`src/hw/rtl/assert_macros.svh`:
```
// Assertion macros shared by the deframer RTL.
// Checks compile away when SYNTHESIS is defined.
`ifndef ASSERT_MACROS_SVH
`define ASSERT_MACROS_SVH
`ifndef SYNTHESIS
`define SHFD_ASSERT(lbl, clk, rst, prop) \
  lbl: assert property (@(posedge clk) disable iff (rst) prop) \
    else $error("shfd assertion failed");
`define SHFD_ASSERT_NR(lbl, clk, prop) \
  lbl: assert property (@(posedge clk) prop) \
    else $error("shfd assertion failed");
`else
`define SHFD_ASSERT(lbl, clk, rst, prop)
`define SHFD_ASSERT_NR(lbl, clk, prop)
`endif
`endif

```
`src/hw/rtl/shfd_pkg.sv`:
```
// Types and constants of the sync-header frame deframer.
// No dependencies.
package shfd_pkg;

  localparam int HDR_BYTES = 3;
  localparam int CFG_IDX_W = 3;

  localparam logic [CFG_IDX_W-1:0] REG_FIRST_SYNC  = 3'd0;
  localparam logic [CFG_IDX_W-1:0] REG_SECOND_SYNC = 3'd1;
  localparam logic [CFG_IDX_W-1:0] REG_VERSION     = 3'd2;
  localparam logic [CFG_IDX_W-1:0] REG_SWITCH_A    = 3'd3;
  localparam logic [CFG_IDX_W-1:0] REG_SWITCH_B    = 3'd4;

  localparam logic [7:0] RST_FIRST_SYNC  = 8'hA5;
  localparam logic [7:0] RST_SECOND_SYNC = 8'h5A;
  localparam logic [7:0] RST_VERSION     = 8'h02;
  localparam logic [7:0] RST_SWITCH_A    = 8'h04;
  localparam logic [7:0] RST_SWITCH_B    = 8'h05;

  typedef struct packed {
    logic [7:0] first_sync;
    logic [7:0] second_sync;
    logic [7:0] version;
    logic [7:0] switch_a;
    logic [7:0] switch_b;
  } cfg_regs_t;

  typedef struct packed {
    logic       go;
    logic       ok;
    logic [7:0] sw_byte;
  } start_t;

endpackage

```
`src/hw/rtl/shfd_rx_if.sv`:
```
// Received byte channel of the deframer.
// No dependencies.
interface shfd_rx_if;
  logic       valid;
  logic       ready;
  logic [7:0] rx_byte;

  modport source (output valid, output rx_byte, input ready);
  modport sink (input valid, input rx_byte, output ready);
endinterface

```
`src/hw/rtl/shfd_res_if.sv`:
```
// Result channel of the deframer.
// No dependencies.
interface shfd_res_if;
  logic       valid;
  logic       ready;
  logic [7:0] out_byte;
  logic [5:0] byte_index;
  logic       last_of_frame;
  logic       frame_dropped;

  modport source (output valid, output out_byte, output byte_index,
                  output last_of_frame, output frame_dropped, input ready);
  modport sink (input valid, input out_byte, input byte_index,
                input last_of_frame, input frame_dropped, output ready);
endinterface

```
`src/hw/rtl/shfd_cfg_if.sv`:
```
// Configuration write channel of the deframer.
// Depends on shfd_pkg for the register index width.
interface shfd_cfg_if;
  logic                         valid;
  logic                         ready;
  logic [shfd_pkg::CFG_IDX_W-1:0] index;
  logic [7:0]                   data;

  modport source (output valid, output index, output data, input ready);
  modport sink (input valid, input index, input data, output ready);
endinterface

```
`src/hw/rtl/shfd_ram.sv`:
```
// Generic single-write, single-read RAM with registered read data.
// No dependencies.
module shfd_ram #(
  parameter int WIDTH = 8,
  parameter int DEPTH = 14
) (
  input  logic                                      clk,
  input  logic                                      we,
  input  logic [((DEPTH > 1) ? $clog2(DEPTH) : 1)-1:0] waddr,
  input  logic [WIDTH-1:0]                          wdata,
  input  logic                                      re,
  input  logic [((DEPTH > 1) ? $clog2(DEPTH) : 1)-1:0] raddr,
  output logic [WIDTH-1:0]                          rdata
);

  logic [WIDTH-1:0] mem [DEPTH];

  always_ff @(posedge clk) begin
    if (we) begin
      mem[waddr] <= wdata;
    end
    if (re) begin
      rdata <= mem[raddr];
    end
  end

endmodule

```
`src/hw/rtl/shfd_hunt.sv`:
```
// Header hunt and body collection: writes body bytes to the frame RAM.
// Depends on shfd_pkg and assert_macros.svh.
`include "assert_macros.svh"
module shfd_hunt #(
  parameter int FRAME_BYTES = 17
) (
  input  logic                 clk,
  input  logic                 rst,
  input  logic                 accept,
  input  logic [7:0]           rx_byte,
  input  shfd_pkg::cfg_regs_t  cfg,
  output logic                 we,
  output logic [((FRAME_BYTES - shfd_pkg::HDR_BYTES > 1) ?
                 $clog2(FRAME_BYTES - shfd_pkg::HDR_BYTES) : 1)-1:0] waddr,
  output logic [7:0]           wdata,
  output logic [2:0][7:0]      hdr,
  output shfd_pkg::start_t     start
);
  import shfd_pkg::*;

  localparam int BD  = FRAME_BYTES - HDR_BYTES;
  localparam int BAW = (BD > 1) ? $clog2(BD) : 1;
  localparam int IW  = $clog2(FRAME_BYTES);
  localparam logic [IW-1:0] LAST  = IW'(FRAME_BYTES - 1);
  localparam logic [IW-1:0] FIRST = IW'(HDR_BYTES);

  typedef enum logic [3:0] {
    PH_SYNC0 = 4'b0001,
    PH_SYNC1 = 4'b0010,
    PH_VER   = 4'b0100,
    PH_BODY  = 4'b1000
  } phase_t;

  phase_t        phase, phase_next;
  logic [IW-1:0] wpos, wpos_next;
  logic [IW-1:0] wpos_off;
  logic          hdr_load;
  logic          go;

  always_comb begin
    phase_next = phase;
    wpos_next  = wpos;
    we         = 1'b0;
    hdr_load   = 1'b0;
    go         = 1'b0;
    if (accept) begin
      case (phase)
        PH_SYNC0: begin
          if (rx_byte == cfg.first_sync) phase_next = PH_SYNC1;
        end
        PH_SYNC1: begin
          if (rx_byte == cfg.second_sync) phase_next = PH_VER;
          else if (rx_byte != cfg.first_sync) phase_next = PH_SYNC0;
        end
        PH_VER: begin
          if (rx_byte == cfg.version) begin
            hdr_load   = 1'b1;
            wpos_next  = FIRST;
            phase_next = PH_BODY;
          end else if (rx_byte == cfg.first_sync) begin
            phase_next = PH_SYNC1;
          end else begin
            phase_next = PH_SYNC0;
          end
        end
        PH_BODY: begin
          we = 1'b1;
          if (wpos != LAST) begin
            wpos_next = wpos + IW'(1);
          end else begin
            go         = 1'b1;
            wpos_next  = '0;
            phase_next = PH_SYNC0;
          end
        end
        default: begin
          phase_next = PH_SYNC0;
          wpos_next  = '0;
        end
      endcase
    end
  end

  assign wpos_off      = wpos - FIRST;
  assign waddr         = wpos_off[BAW-1:0];
  assign wdata         = rx_byte;
  assign start.go      = go;
  assign start.ok      = (rx_byte == cfg.switch_a) || (rx_byte == cfg.switch_b);
  assign start.sw_byte = rx_byte;

  always_ff @(posedge clk) begin
    if (rst) begin
      phase <= PH_SYNC0;
      wpos  <= '0;
    end else begin
      phase <= phase_next;
      wpos  <= wpos_next;
    end
  end

  always_ff @(posedge clk) begin
    if (hdr_load) begin
      hdr[0] <= cfg.first_sync;
      hdr[1] <= cfg.second_sync;
      hdr[2] <= rx_byte;
    end
  end

  `SHFD_ASSERT(a_body_pos, clk, rst, phase == PH_BODY |-> wpos >= FIRST && wpos <= LAST)
  `SHFD_ASSERT(a_go_rehunt, clk, rst, go |=> phase == PH_SYNC0 && wpos == '0)
  `SHFD_ASSERT(a_ver_enter, clk, rst, hdr_load |=> phase == PH_BODY && wpos == FIRST)
  `SHFD_ASSERT_NR(a_go_beat, clk, start.go |-> accept && we)

endmodule

```
`src/hw/rtl/shfd_replay.sv`:
```
// Frame replay: reads the frame RAM and drives the result channel.
// Depends on shfd_pkg, shfd_res_if and assert_macros.svh.
`include "assert_macros.svh"
module shfd_replay #(
  parameter int FRAME_BYTES = 17
) (
  input  logic                 clk,
  input  logic                 rst,
  input  shfd_pkg::start_t     start,
  input  logic [2:0][7:0]      hdr,
  input  logic [7:0]           rdata,
  output logic                 re,
  output logic [((FRAME_BYTES - shfd_pkg::HDR_BYTES > 1) ?
                 $clog2(FRAME_BYTES - shfd_pkg::HDR_BYTES) : 1)-1:0] raddr,
  output logic                 idle,
  shfd_res_if.source           res
);
  import shfd_pkg::*;

  localparam int BD  = FRAME_BYTES - HDR_BYTES;
  localparam int BAW = (BD > 1) ? $clog2(BD) : 1;
  localparam int IW  = $clog2(FRAME_BYTES);
  localparam logic [IW-1:0] LAST  = IW'(FRAME_BYTES - 1);
  localparam logic [IW-1:0] FIRST = IW'(HDR_BYTES);

  logic          busy;
  logic          ov;
  logic          advance;
  logic          odrop;
  logic [7:0]    drop_byte;
  logic [IW-1:0] oidx;
  logic [IW-1:0] nidx;
  logic [IW-1:0] nidx_off;

  assign advance  = !ov || res.ready;
  assign idle     = !busy && !ov;
  assign re       = busy && advance && (nidx >= FIRST);
  assign nidx_off = nidx - FIRST;
  assign raddr    = nidx_off[BAW-1:0];

  always_ff @(posedge clk) begin
    if (rst) begin
      busy <= 1'b0;
      ov   <= 1'b0;
    end else begin
      if (start.go && start.ok) busy <= 1'b1;
      else if (busy && advance && nidx == LAST) busy <= 1'b0;
      if (start.go && !start.ok) ov <= 1'b1;
      else if (advance) ov <= busy;
    end
  end

  always_ff @(posedge clk) begin
    if (start.go) begin
      nidx      <= '0;
      odrop     <= !start.ok;
      drop_byte <= start.sw_byte;
      oidx      <= LAST;
    end else if (busy && advance) begin
      oidx  <= nidx;
      nidx  <= nidx + IW'(1);
      odrop <= 1'b0;
    end
  end

  always_comb begin
    if (odrop) res.out_byte = drop_byte;
    else if (oidx < FIRST) res.out_byte = hdr[oidx[1:0]];
    else res.out_byte = rdata;
  end

  assign res.valid         = ov;
  assign res.byte_index    = 6'(oidx);
  assign res.last_of_frame = (oidx == LAST);
  assign res.frame_dropped = odrop;

  `SHFD_ASSERT(a_go_idle, clk, rst, start.go |-> !busy && !ov)
  `SHFD_ASSERT(a_read_beat, clk, rst, re |=> ov && !odrop && oidx >= FIRST)
  `SHFD_ASSERT(a_run_end, clk, rst, busy && advance && nidx == LAST |=> !busy && ov && oidx == LAST)

endmodule

```
`src/hw/rtl/sync_header_frame_deframer.sv`:
```
// Sync-header fixed-length frame deframer, top level.
// Depends on shfd_pkg, the channel interfaces, shfd_ram, shfd_hunt and shfd_replay.
//
// Channels: rx carries one received byte per beat; res carries result beats
// (out_byte, byte_index, last_of_frame, frame_dropped); cfg writes one of five
// header/switch registers per beat and is always ready.
// Header and body bytes are taken one per cycle. The bytes after the header
// go into a frame RAM of FRAME_BYTES-3 entries; the header is held in flops.
// When the final (switch) byte is taken, rx.ready drops. A good switch byte
// starts a replay of FRAME_BYTES beats, the first one presented once busy and
// then ov have been set, then one beat per cycle while res.ready is high,
// paced by the RAM read port. A bad switch byte gives one drop beat in the
// cycle after it. rx.ready returns once the last result beat has been taken.
// When res.ready is low the presented beat holds and the replay waits.
// Reset returns to the first-sync hunt and loads the default registers; the
// frame RAM is not cleared and needs no clearing pass.
module sync_header_frame_deframer #(
  parameter int FRAME_BYTES = 17
) (
  input  logic        clk,
  input  logic        rst,
  shfd_rx_if.sink     rx,
  shfd_res_if.source  res,
  shfd_cfg_if.sink    cfg
);
  import shfd_pkg::*;

  localparam int BD  = FRAME_BYTES - HDR_BYTES;
  localparam int BAW = (BD > 1) ? $clog2(BD) : 1;

  cfg_regs_t       regs;
  start_t          start;
  logic            accept;
  logic            idle;
  logic            we;
  logic [BAW-1:0]  waddr;
  logic [7:0]      wdata;
  logic            re;
  logic [BAW-1:0]  raddr;
  logic [7:0]      rdata;
  logic [2:0][7:0] hdr;

  assign cfg.ready = 1'b1;
  assign rx.ready  = idle;
  assign accept    = rx.valid && rx.ready;

  always_ff @(posedge clk) begin
    if (rst) begin
      regs.first_sync  <= RST_FIRST_SYNC;
      regs.second_sync <= RST_SECOND_SYNC;
      regs.version     <= RST_VERSION;
      regs.switch_a    <= RST_SWITCH_A;
      regs.switch_b    <= RST_SWITCH_B;
    end else if (cfg.valid && cfg.ready) begin
      case (cfg.index)
        REG_FIRST_SYNC:  regs.first_sync  <= cfg.data;
        REG_SECOND_SYNC: regs.second_sync <= cfg.data;
        REG_VERSION:     regs.version     <= cfg.data;
        REG_SWITCH_A:    regs.switch_a    <= cfg.data;
        REG_SWITCH_B:    regs.switch_b    <= cfg.data;
        default: begin
        end
      endcase
    end
  end

  shfd_hunt #(.FRAME_BYTES(FRAME_BYTES)) u_hunt (
    .clk     (clk),
    .rst     (rst),
    .accept  (accept),
    .rx_byte (rx.rx_byte),
    .cfg     (regs),
    .we      (we),
    .waddr   (waddr),
    .wdata   (wdata),
    .hdr     (hdr),
    .start   (start)
  );

  shfd_ram #(.WIDTH(8), .DEPTH(BD)) u_ram (
    .clk   (clk),
    .we    (we),
    .waddr (waddr),
    .wdata (wdata),
    .re    (re),
    .raddr (raddr),
    .rdata (rdata)
  );

  shfd_replay #(.FRAME_BYTES(FRAME_BYTES)) u_replay (
    .clk   (clk),
    .rst   (rst),
    .start (start),
    .hdr   (hdr),
    .rdata (rdata),
    .re    (re),
    .raddr (raddr),
    .idle  (idle),
    .res   (res)
  );

endmodule
```
`src/flat_wrapper.sv`:
```
// flat-port wrapper written by rule: the top's interface ports become plain ports
module sync_header_frame_deframer_flat import shfd_pkg::*;
#(
  parameter int FRAME_BYTES = 17
)
  (clk, rst, rx_valid, rx_rx_byte, rx_ready, res_valid, res_out_byte, res_byte_index, res_last_of_frame, res_frame_dropped, res_ready, cfg_valid, cfg_index, cfg_data, cfg_ready);
  shfd_rx_if rx_i ();
  shfd_res_if res_i ();
  shfd_cfg_if cfg_i ();
  input  logic clk;
  input  logic rst;
  input wire logic [$bits(rx_i.valid)-1:0] rx_valid;
  input wire logic [$bits(rx_i.rx_byte)-1:0] rx_rx_byte;
  output wire logic [$bits(rx_i.ready)-1:0] rx_ready;
  output wire logic [$bits(res_i.valid)-1:0] res_valid;
  output wire logic [$bits(res_i.out_byte)-1:0] res_out_byte;
  output wire logic [$bits(res_i.byte_index)-1:0] res_byte_index;
  output wire logic [$bits(res_i.last_of_frame)-1:0] res_last_of_frame;
  output wire logic [$bits(res_i.frame_dropped)-1:0] res_frame_dropped;
  input wire logic [$bits(res_i.ready)-1:0] res_ready;
  input wire logic [$bits(cfg_i.valid)-1:0] cfg_valid;
  input wire logic [$bits(cfg_i.index)-1:0] cfg_index;
  input wire logic [$bits(cfg_i.data)-1:0] cfg_data;
  output wire logic [$bits(cfg_i.ready)-1:0] cfg_ready;
  assign rx_i.valid = rx_valid;
  assign rx_i.rx_byte = rx_rx_byte;
  assign rx_ready = rx_i.ready;
  assign res_valid = res_i.valid;
  assign res_out_byte = res_i.out_byte;
  assign res_byte_index = res_i.byte_index;
  assign res_last_of_frame = res_i.last_of_frame;
  assign res_frame_dropped = res_i.frame_dropped;
  assign res_i.ready = res_ready;
  assign cfg_i.valid = cfg_valid;
  assign cfg_i.index = cfg_index;
  assign cfg_i.data = cfg_data;
  assign cfg_ready = cfg_i.ready;
  sync_header_frame_deframer #(.FRAME_BYTES(FRAME_BYTES)) u_core (.clk(clk), .rst(rst), .rx(rx_i), .res(res_i), .cfg(cfg_i));
endmodule
```
`config.mk`:
```
export PLATFORM = sky130hd
export DESIGN_NAME = sync_header_frame_deframer_flat
export DESIGN_NICKNAME = d
export VERILOG_FILES = /design/src/hw/rtl/shfd_pkg.sv /design/src/hw/rtl/shfd_rx_if.sv /design/src/hw/rtl/shfd_res_if.sv /design/src/hw/rtl/shfd_cfg_if.sv /design/src/hw/rtl/shfd_ram.sv /design/src/hw/rtl/shfd_hunt.sv /design/src/hw/rtl/shfd_replay.sv /design/src/hw/rtl/sync_header_frame_deframer.sv /design/src/flat_wrapper.sv
export VERILOG_INCLUDE_DIRS = /design/src /design/src/hw/rtl
export SDC_FILE = /design/constraint.sdc
export NUM_CORES = 1
export LEC_CHECK = 0
export BUFFER_PORTS_ARGS = -buffer_cell sky130_fd_sc_hd__buf_2
export CAP_MARGIN = 10
export CORE_MARGIN = 5
export CORE_UTILIZATION = 25
export CTS_BUF_LIST = sky130_fd_sc_hd__clkbuf_8
export CTS_CLUSTER_DIAMETER = 120
export DETAILED_ROUTE_END_ITERATION = 10
export HOLD_SLACK_MARGIN = 0.12
export MAX_ROUTING_LAYER = met4
export PLACE_DENSITY = 0.37
export SETUP_SLACK_MARGIN = 0.3
export SYNTH_ARGS = -nofsm -noshare
export SYNTH_HDL_FRONTEND = slang
export SYNTH_SLANG_ARGS = --single-unit
```
`constraint.sdc`:
```
create_clock -name clk -period 2.54 [get_ports clk]
set_input_delay 0.381 -clock clk [delete_from_list [all_inputs] [get_ports clk]]
set_output_delay 0.381 -clock clk [all_outputs]
set_load 0.05 [all_outputs]
```
==> run_results.csv, run 1 <==
group,metric,value,unit
status,status,"completed",
cells_and_area,layout_commonest_cell,"edfxtp_1",
global_route,grt_pass1_vias,6073,
clock_network,cts-root-buf,"clkbuf_8",
sta,tightestPinTransition,0.613,ns
die,fp.dieH,201,um
route,routed_via_density,4.49,
die,initial_utilization,25.1,%
clock_network,htreeDepth,2,
global_route,grt_pass1_wl,39400,um
synthesis,yosysSeqAreaShare,63.8,%
cells_and_area,nNetsFinal,821,
worst_setup_path,worst-setup-path-type,"register to primary output",
route,wl,26100,um
place,dp_hpwl,18100,um
synthesis,synthTopCellsByArea,"edfxtp_1 50%, dfxtp_1 13%, mux4_2 5.9%, nand2_1 4.9%, mux2i_1 3.6%",
worst_setup_path,startpoint,"u_core.u_replay.oidx[0]",
worst_setup_path,r2r_cells,6,
synthesis,synth_warnings,0,
synthesis,synth_top_area_share,50.4,%
worst_setup_path,cp-start-kind,"register",
global_route,grt-ovfl-total,0,
global_route,grt_max_degree,29,
worst_setup_path,required,2.16,ns
cells_and_area,area_growth,23.3,%
route,drtIter0Drc,329,
synthesis,ys_ff_latch,214,
sta,hold_viol_final,0,
synthesis,synth_ff_type,"edfxtp_1",
power_and_ir_drop,ir_drop,254,uV
cells_and_area,drive_gt1_share,26.2,%
die,io_pins,43,
power_and_ir_drop,p_leak,3.92,nW
die,core,36300,um^2
clock_network,path_clk_slew,0.06,ns
flow_run,cap_violations,0,
sta,max_freq,406,MHz
sta,setup_viol,0,
synthesis,synth.distinct_cells,58,
clock_network,clk_path_buf_depth,3,
sta,rsz0062_at_grt,"yes",
synthesis,avgSynthCellArea,13.1,um^2
worst_setup_path,arrival,2.08,ns
synthesis,syn-num-nets,727,
synthesis,synth_top_area_cell,"edfxtp_1",
cells_and_area,instances_no_fill,1290,
cells_and_area,design_area,11200,um^2
place,placed_cells,1204,
cells_and_area,final_util,30.9,%
route,first_pass_iters,5,
place,placed_area,10200,um^2
worst_setup_path,r2r-start,"u_core.u_replay.busy",
global_route,globalRouteTotalUtil,13.3,%
sta,finalCritPeriodShare,96.9,%
min_path,hold_depth,3,
worst_setup_path,cp_max_fo,8,
sta,fin_crit,2.46,ns
clock_network,clock_latency,0.55,ns
place,gp_congestion,0.755,
cells_and_area,fill_cells,3609,
power_and_ir_drop,power_density,742,nW/um^2
synthesis,synth-edff-count,153,
min_path,holdCritPathClass,"input port to register",
sta,fin_worst_skew,0.0277,ns
place,port_buffers,40,
clock_network,cts_buffers,39,
sta,slew_headroom,59.1,%
sta,report.final.slew_viol_count,0,
worst_setup_path,end_kind,"primary output",
die,die_w,201,um
route,antenna_left,0,
synthesis,synth.cell_area,9120,um^2
route,drc,0,
global_route,antenna_found_initial,2,
clock_network,cts_tree,"yes",
cells_and_area,final_cell_mix,"153 x edfxtp_1, 118 x nand2_1, 57 x dfxtp_1, 45 x clkbuf_8, 42 x a21oi_1",
synthesis,async_reset_ff_share,0,%
route,wl_per_cell,20.3,um
die,row_count,70,
worst_setup_path,r2r_slack,0.52,ns
route,routed-via-count,5786,
die,die-area,40400,um^2
worst_setup_path,crit_end,"res_out_byte[6]",
clock_network,clock-sinks,214,
worst_setup_path,r2r_end,"u_core.u_replay.res.valid",
synthesis,synthCells,696,
==> worst max-delay path, stage by stage (launching register included) <==
cell      delay, ns
dfxtp_4        0.35
buf_4          0.13
buf_6          0.11
buf_6          0.12
buf_6          0.13
o211ai_1       0.29
o21ai_4        0.10
o21ai_4        0.15
buf_8          0.16
==> routing by layer <==
metal  GRT usage [%]  routed length (um)  vias to the layer above
li1                -                   -                     2738
met3            2.60                1150                       46
met5               -                   0                        -
met2            20.2               12100                      116
met4            4.45                 726                        0
met1            17.9               12200                     2886
==> area by class of cell <==
type | instances | area, um^2 | area share (%)
clock buffer | 45 | 619 | 5.51
antenna | 1 | 2.50 | 0.0223
tap | 468 | 586 | 5.21
multi-input combinational | 433 | 3230 | 28.7
clock inverter | 27 | 201 | 1.79
timing repair buffer | 92 | 737 | 6.55
inverter | 10 | 37.5 | 0.334
sequential | 214 | 5830 | 51.8
==> stage by stage <==
stage	TNS (ns)	hold WS, ns	power, mW	setup slack, ns
2_1_floorplan	0	0.448	4.60	0.287
3_3_place_gp	0	0.461	4.93	0.386
3_5_place_dp	0	0.461	4.94	0.362
4_1_cts	0	0.134	8.47	0.0374
5_1_grt	-0.0657	0.152	8.73	-0.0293
6_report	0	0.164	8.34	0.0790
==> cells by family after synthesis <==
kind of cell,after synthesis,share of synthesized area (%)
AND/OR/NAND/NOR,220,11.5
flip-flops,214,63.8
AO/OA/AOI/OAI,99,7.01
multiplexers,58,9.67
buffers and inverters,49,2.47
XOR/XNOR,47,4.51
adder cells (fa/ha/maj),7,0.961
other,2,0.0824
==> worst min-delay path by stage <==
stage | start | to | slack (ns)
final | cfg_data[7] | u_core.regs[7] | 0.16
after global routing | cfg_data[1] | u_core.regs[33] | 0.15
after CTS | cfg_data[7] | u_core.regs[7] | 0.13
after detailed placement | u_core.regs[22] | u_core.regs[22] | 0.46
after global placement | u_core.regs[8] | u_core.regs[8] | 0.46
after floorplan | u_core.regs[11] | u_core.regs[11] | 0.45
==> sequential cells by signal (all words and copies together), names as in the netlist, 4 cells and up <==
register,count
u_core.u_hunt.phase,4
u_core.regs,40
u_core.u_ram.mem,112
u_core.u_replay.oidx,5
u_core.u_replay.drop_byte,8
u_core.u_ram.rdata,8
u_core.u_replay.nidx,5
u_core.u_hunt.hdr,24
u_core.u_hunt.wpos,5
==> what timing repair did <==
item	4_1_cts	5_1_grt
buffers inserted	9	2
hold buffers	1	0
gates cloned	1	0
resized for setup	38	16
hold endpoints to repair	1	0
setup endpoints to repair	9	10
pin swaps	6	6
==> report_power, final <==
group          switching, mW  internal [mW]  leakage, nW  total (mW)
clock network           1.48           1.94        0.446        3.42
logic                  0.630          0.469         1.60        1.10
registers             0.0402           3.78         1.88        3.82
==> cells in the mapped netlist, drive strengths merged, types with 2 or more instances <==
cell and number:
nand4 4, o21a 3, a221oi 2, o211ai 8, inv 9, mux2i 33
clkbuf 17, a21boi 2, o2bb2ai 2, nand3 14, nor2 42, a31oi 4
edfxtp 153, nand2 119, dfxtp 61, nor3 6, nor4 9, nand3b 2
and3 3, or4b 2, nor4b 4, mux4 24, ha 7, xor2 35
buf 22, a2111oi 2, conb 2, and2 6, nand2b 2, a211oi 11
nor2b 3, o21ai 18, xnor2 12, a21oi 42
No activity file was read; power rests on OpenSTA's default activity.
==> run 2, diff against run 1 <==
--- a/config.mk
+++ b/config.mk
@@ -15,8 +15,9 @@
 export DETAILED_ROUTE_END_ITERATION = 10
 export HOLD_SLACK_MARGIN = 0.12
 export MAX_ROUTING_LAYER = met4
-export PLACE_DENSITY = 0.37
+export PLACE_DENSITY = 0.36
 export SETUP_SLACK_MARGIN = 0.3
 export SYNTH_ARGS = -nofsm -noshare
 export SYNTH_HDL_FRONTEND = slang
+export SYNTH_HIERARCHICAL = 1
 export SYNTH_SLANG_ARGS = --single-unit
==> run 2 against run 1 <==
Compared with the run above:
- total power fell by 5.2%
- via count barely moved
- clock skew fell by 0.0050 ns
- cell count rose by 1.9%
- utilization fell by 0.53 points
- maximum frequency rose by 6.8%
- sequential cell count did not move
- synthesized area rose by 5.8%
- critical endpoint is now res_out_byte[0]
==> run_results.csv, run 2 <==
group,metric,value,unit
status,status,"completed",
place,placed_cells,1217,
synthesis,yosysSeqAreaShare,60.3,%
flow_run,cap_violations,0,
clock_network,cts-root-buf,"clkbuf_8",
clock_network,clock-sinks,214,
clock_network,clock_latency,0.55,ns
power_and_ir_drop,power_density,678,nW/um^2
cells_and_area,instances_no_fill,1315,
sta,tightestPinTransition,0.774,ns
sta,setup-tns-final,0,ns
worst_setup_path,cp_max_fo,8,
cells_and_area,insertedDiodeCount,0,
route,drtIter0Drc,247,
power_and_ir_drop,ir_drop,280,uV
die,die-area,42600,um^2
cells_and_area,seqCellArea,5830,um^2
die,row_count,72,
die,fp.dieH,206,um
global_route,grt_max_degree,34,
worst_setup_path,arrival,1.92,ns
synthesis,synth_ff_type,"edfxtp_1",
synthesis,synth.distinct_cells,65,
clock_network,htreeDepth,2,
worst_setup_path,end_kind,"primary output",
cells_and_area,drive_gt1_share,26.0,%
sta,fin_worst_skew,0.0226,ns
synthesis,synthCells,689,
route,routed-via-count,5783,
global_route,grt_pass1_wl,38100,um
power_and_ir_drop,total_power,7.90,mW
worst_setup_path,cp-start-kind,"register",
global_route,globalRouteTotalUtil,12.3,%
synthesis,synth-edff-count,153,
die,io_pins,43,
synthesis,synth_most_common_cell,"edfxtp_1",
sta,slew_headroom,48.1,%
sta,max_freq,434,MHz
global_route,grt-ovfl-total,0,
worst_setup_path,worst-setup-path-type,"register to primary output",
route,antenna_left,0,
synthesis,synth_top_area_cell,"edfxtp_1",
clock_network,path_clk_slew,0.06,ns
cells_and_area,top_register,"u_core/u_ram/mem",
sta,fin_crit,2.30,ns
clock_network,clk_path_buf_depth,3,
global_route,antenna_found_initial,0,
sta,hold_viol_final,0,
route,wl_per_cell,19.3,um
cells_and_area,multi_input_area,3640,um^2
synthesis,synth_warnings,6,
sta,rsz0062_at_grt,"yes",
place,gp_congestion,0.764,
cells_and_area,layout_commonest_cell,"edfxtp_1",
route,drc,0,
cells_and_area,final_cell_mix,"153 x edfxtp_1, 57 x dfxtp_1, 52 x mux2i_1, 43 x clkbuf_8, 42 x nand2b_1",
synthesis,async_reset_ff_share,0,%
place,port_buffers,40,
cells_and_area,largest_reg_flops,112,
synthesis,synth_top_area_share,47.6,%
sta,report.final.slew_viol_count,0,
route,first_pass_iters,4,
synthesis,synthTopCellsByArea,"edfxtp_1 48%, dfxtp_1 13%, mux4_1 6.3%, mux2i_1 5.8%, xnor2_1 3.2%",
cells_and_area,design_area,11700,um^2
die,die_w,206,um
synthesis,synth_common_cells,"153 x edfxtp_1, 61 x dfxtp_1, 56 x mux2i_1",
worst_setup_path,required,2.16,ns
cells_and_area,fill_cells,3929,
cells_and_area,area_growth,20.9,%
die,initial_utilization,25.1,%
synthesis,avgSynthCellArea,14.0,um^2
min_path,holdCritPathClass,"input port to register",
sta,finalCritPeriodShare,90.7,%
route,wl,25300,um
cells_and_area,final_util,30.4,%
die,core,38400,um^2
clock_network,cts_buffers,42,
synthesis,ys_ff_latch,214,
route,routed_via_density,4.40,
power_and_ir_drop,p_leak,4.12,nW
place,placed_area,10400,um^2
synthesis,synth.cell_area,9650,um^2
place,dp_hpwl,17400,um
cells_and_area,reg.largest.list,"u_core/u_ram/mem: 112 flops, u_core/regs: 40 flops, u_core/u_hunt/hdr: 24 flops",
synthesis,syn-num-nets,717,
global_route,grt_pass1_vias,6168,
clock_network,cts_tree,"yes",
sta,setup_viol,0,
cells_and_area,nNetsFinal,791,
==> run 2: critical path, stage by stage (launching register included) <==
cell       delay (ns)
dfxtp_4          0.44
buf_8            0.17
mux2i_4          0.26
a2bb2oi_4        0.20
o221ai_2         0.13
buf_6            0.17
==> run 2: logic make-up after synthesis <==
group / Yosys count / share of synthesized area (%)
simple gates: 172 / 10.6
mux: 90 / 13.5
fa+ha+maj: 4 / 0.519
flops: 214 / 60.3
other cells: 2 / 0.0778
compound gates: 85 / 6.06
xor+xnor: 45 / 4.08
buf+inv: 77 / 4.89
==> run 2: layout make-up <==
type,count,area share [%]
repair buffers,92,6.16
flip-flops and latches,214,49.9
inverters,15,0.515
clock inverters,35,1.52
clock buffers,43,5.07
multi-input cells,398,31.2
well taps,518,5.56
==> run 2: power breakdown <==
group,internal [mW],switching [mW],leakage [nW]
Sequential,3.78,0.0536,1.87
Combinational,0.379,0.518,1.81
Clock,1.68,1.49,0.444
Total,5.84,2.06,4.12
==> run 2: metrics by stage <==
step           setup slack [ns]  hold WS, ns
6_report                  0.237        0.160
3_5_place_dp              0.240        0.484
2_1_floorplan            0.0906        0.446
4_1_cts                  0.0969        0.121
3_3_place_gp              0.302        0.473
5_1_grt                   0.128        0.147
==> run 2: timing repair <==
item	in CTS	in global routing
setup endpoints to repair	32	26
endpoints found under the hold margin	6	0
gates resized for setup	38	25
pin swaps	11	6
setup buffers	0	15
hold buffers	5	0
==> run 2: path summary, 6_finish.rpt <==
kind,start,end,slack (ns),cells past startpoint
hold reg to reg,u_core/regs[19],u_core/regs[19],0.49,2
setup reg to reg,u_core/u_hunt/wpos[0],u_core/u_ram/mem[10][7],0.35,5
hold / removal,cfg_data[2],u_core/regs[10],0.16,3
setup / recovery,u_core/u_replay/oidx[0],res_out_byte[0],0.24,5
==> run 2: per-layer routing <==
layer | up-vias | wire, um | GRT usage, % | share of wire (%)
met5 | - | 0 | - | 0
met4 | 0 | 531 | 3.66 | 2.1
met3 | 42 | 1010 | 2.31 | 4.0
met2 | 135 | 12000 | 19.2 | 47
met1 | 2877 | 11800 | 16.3 | 47
li1 | 2729 | - | - | -
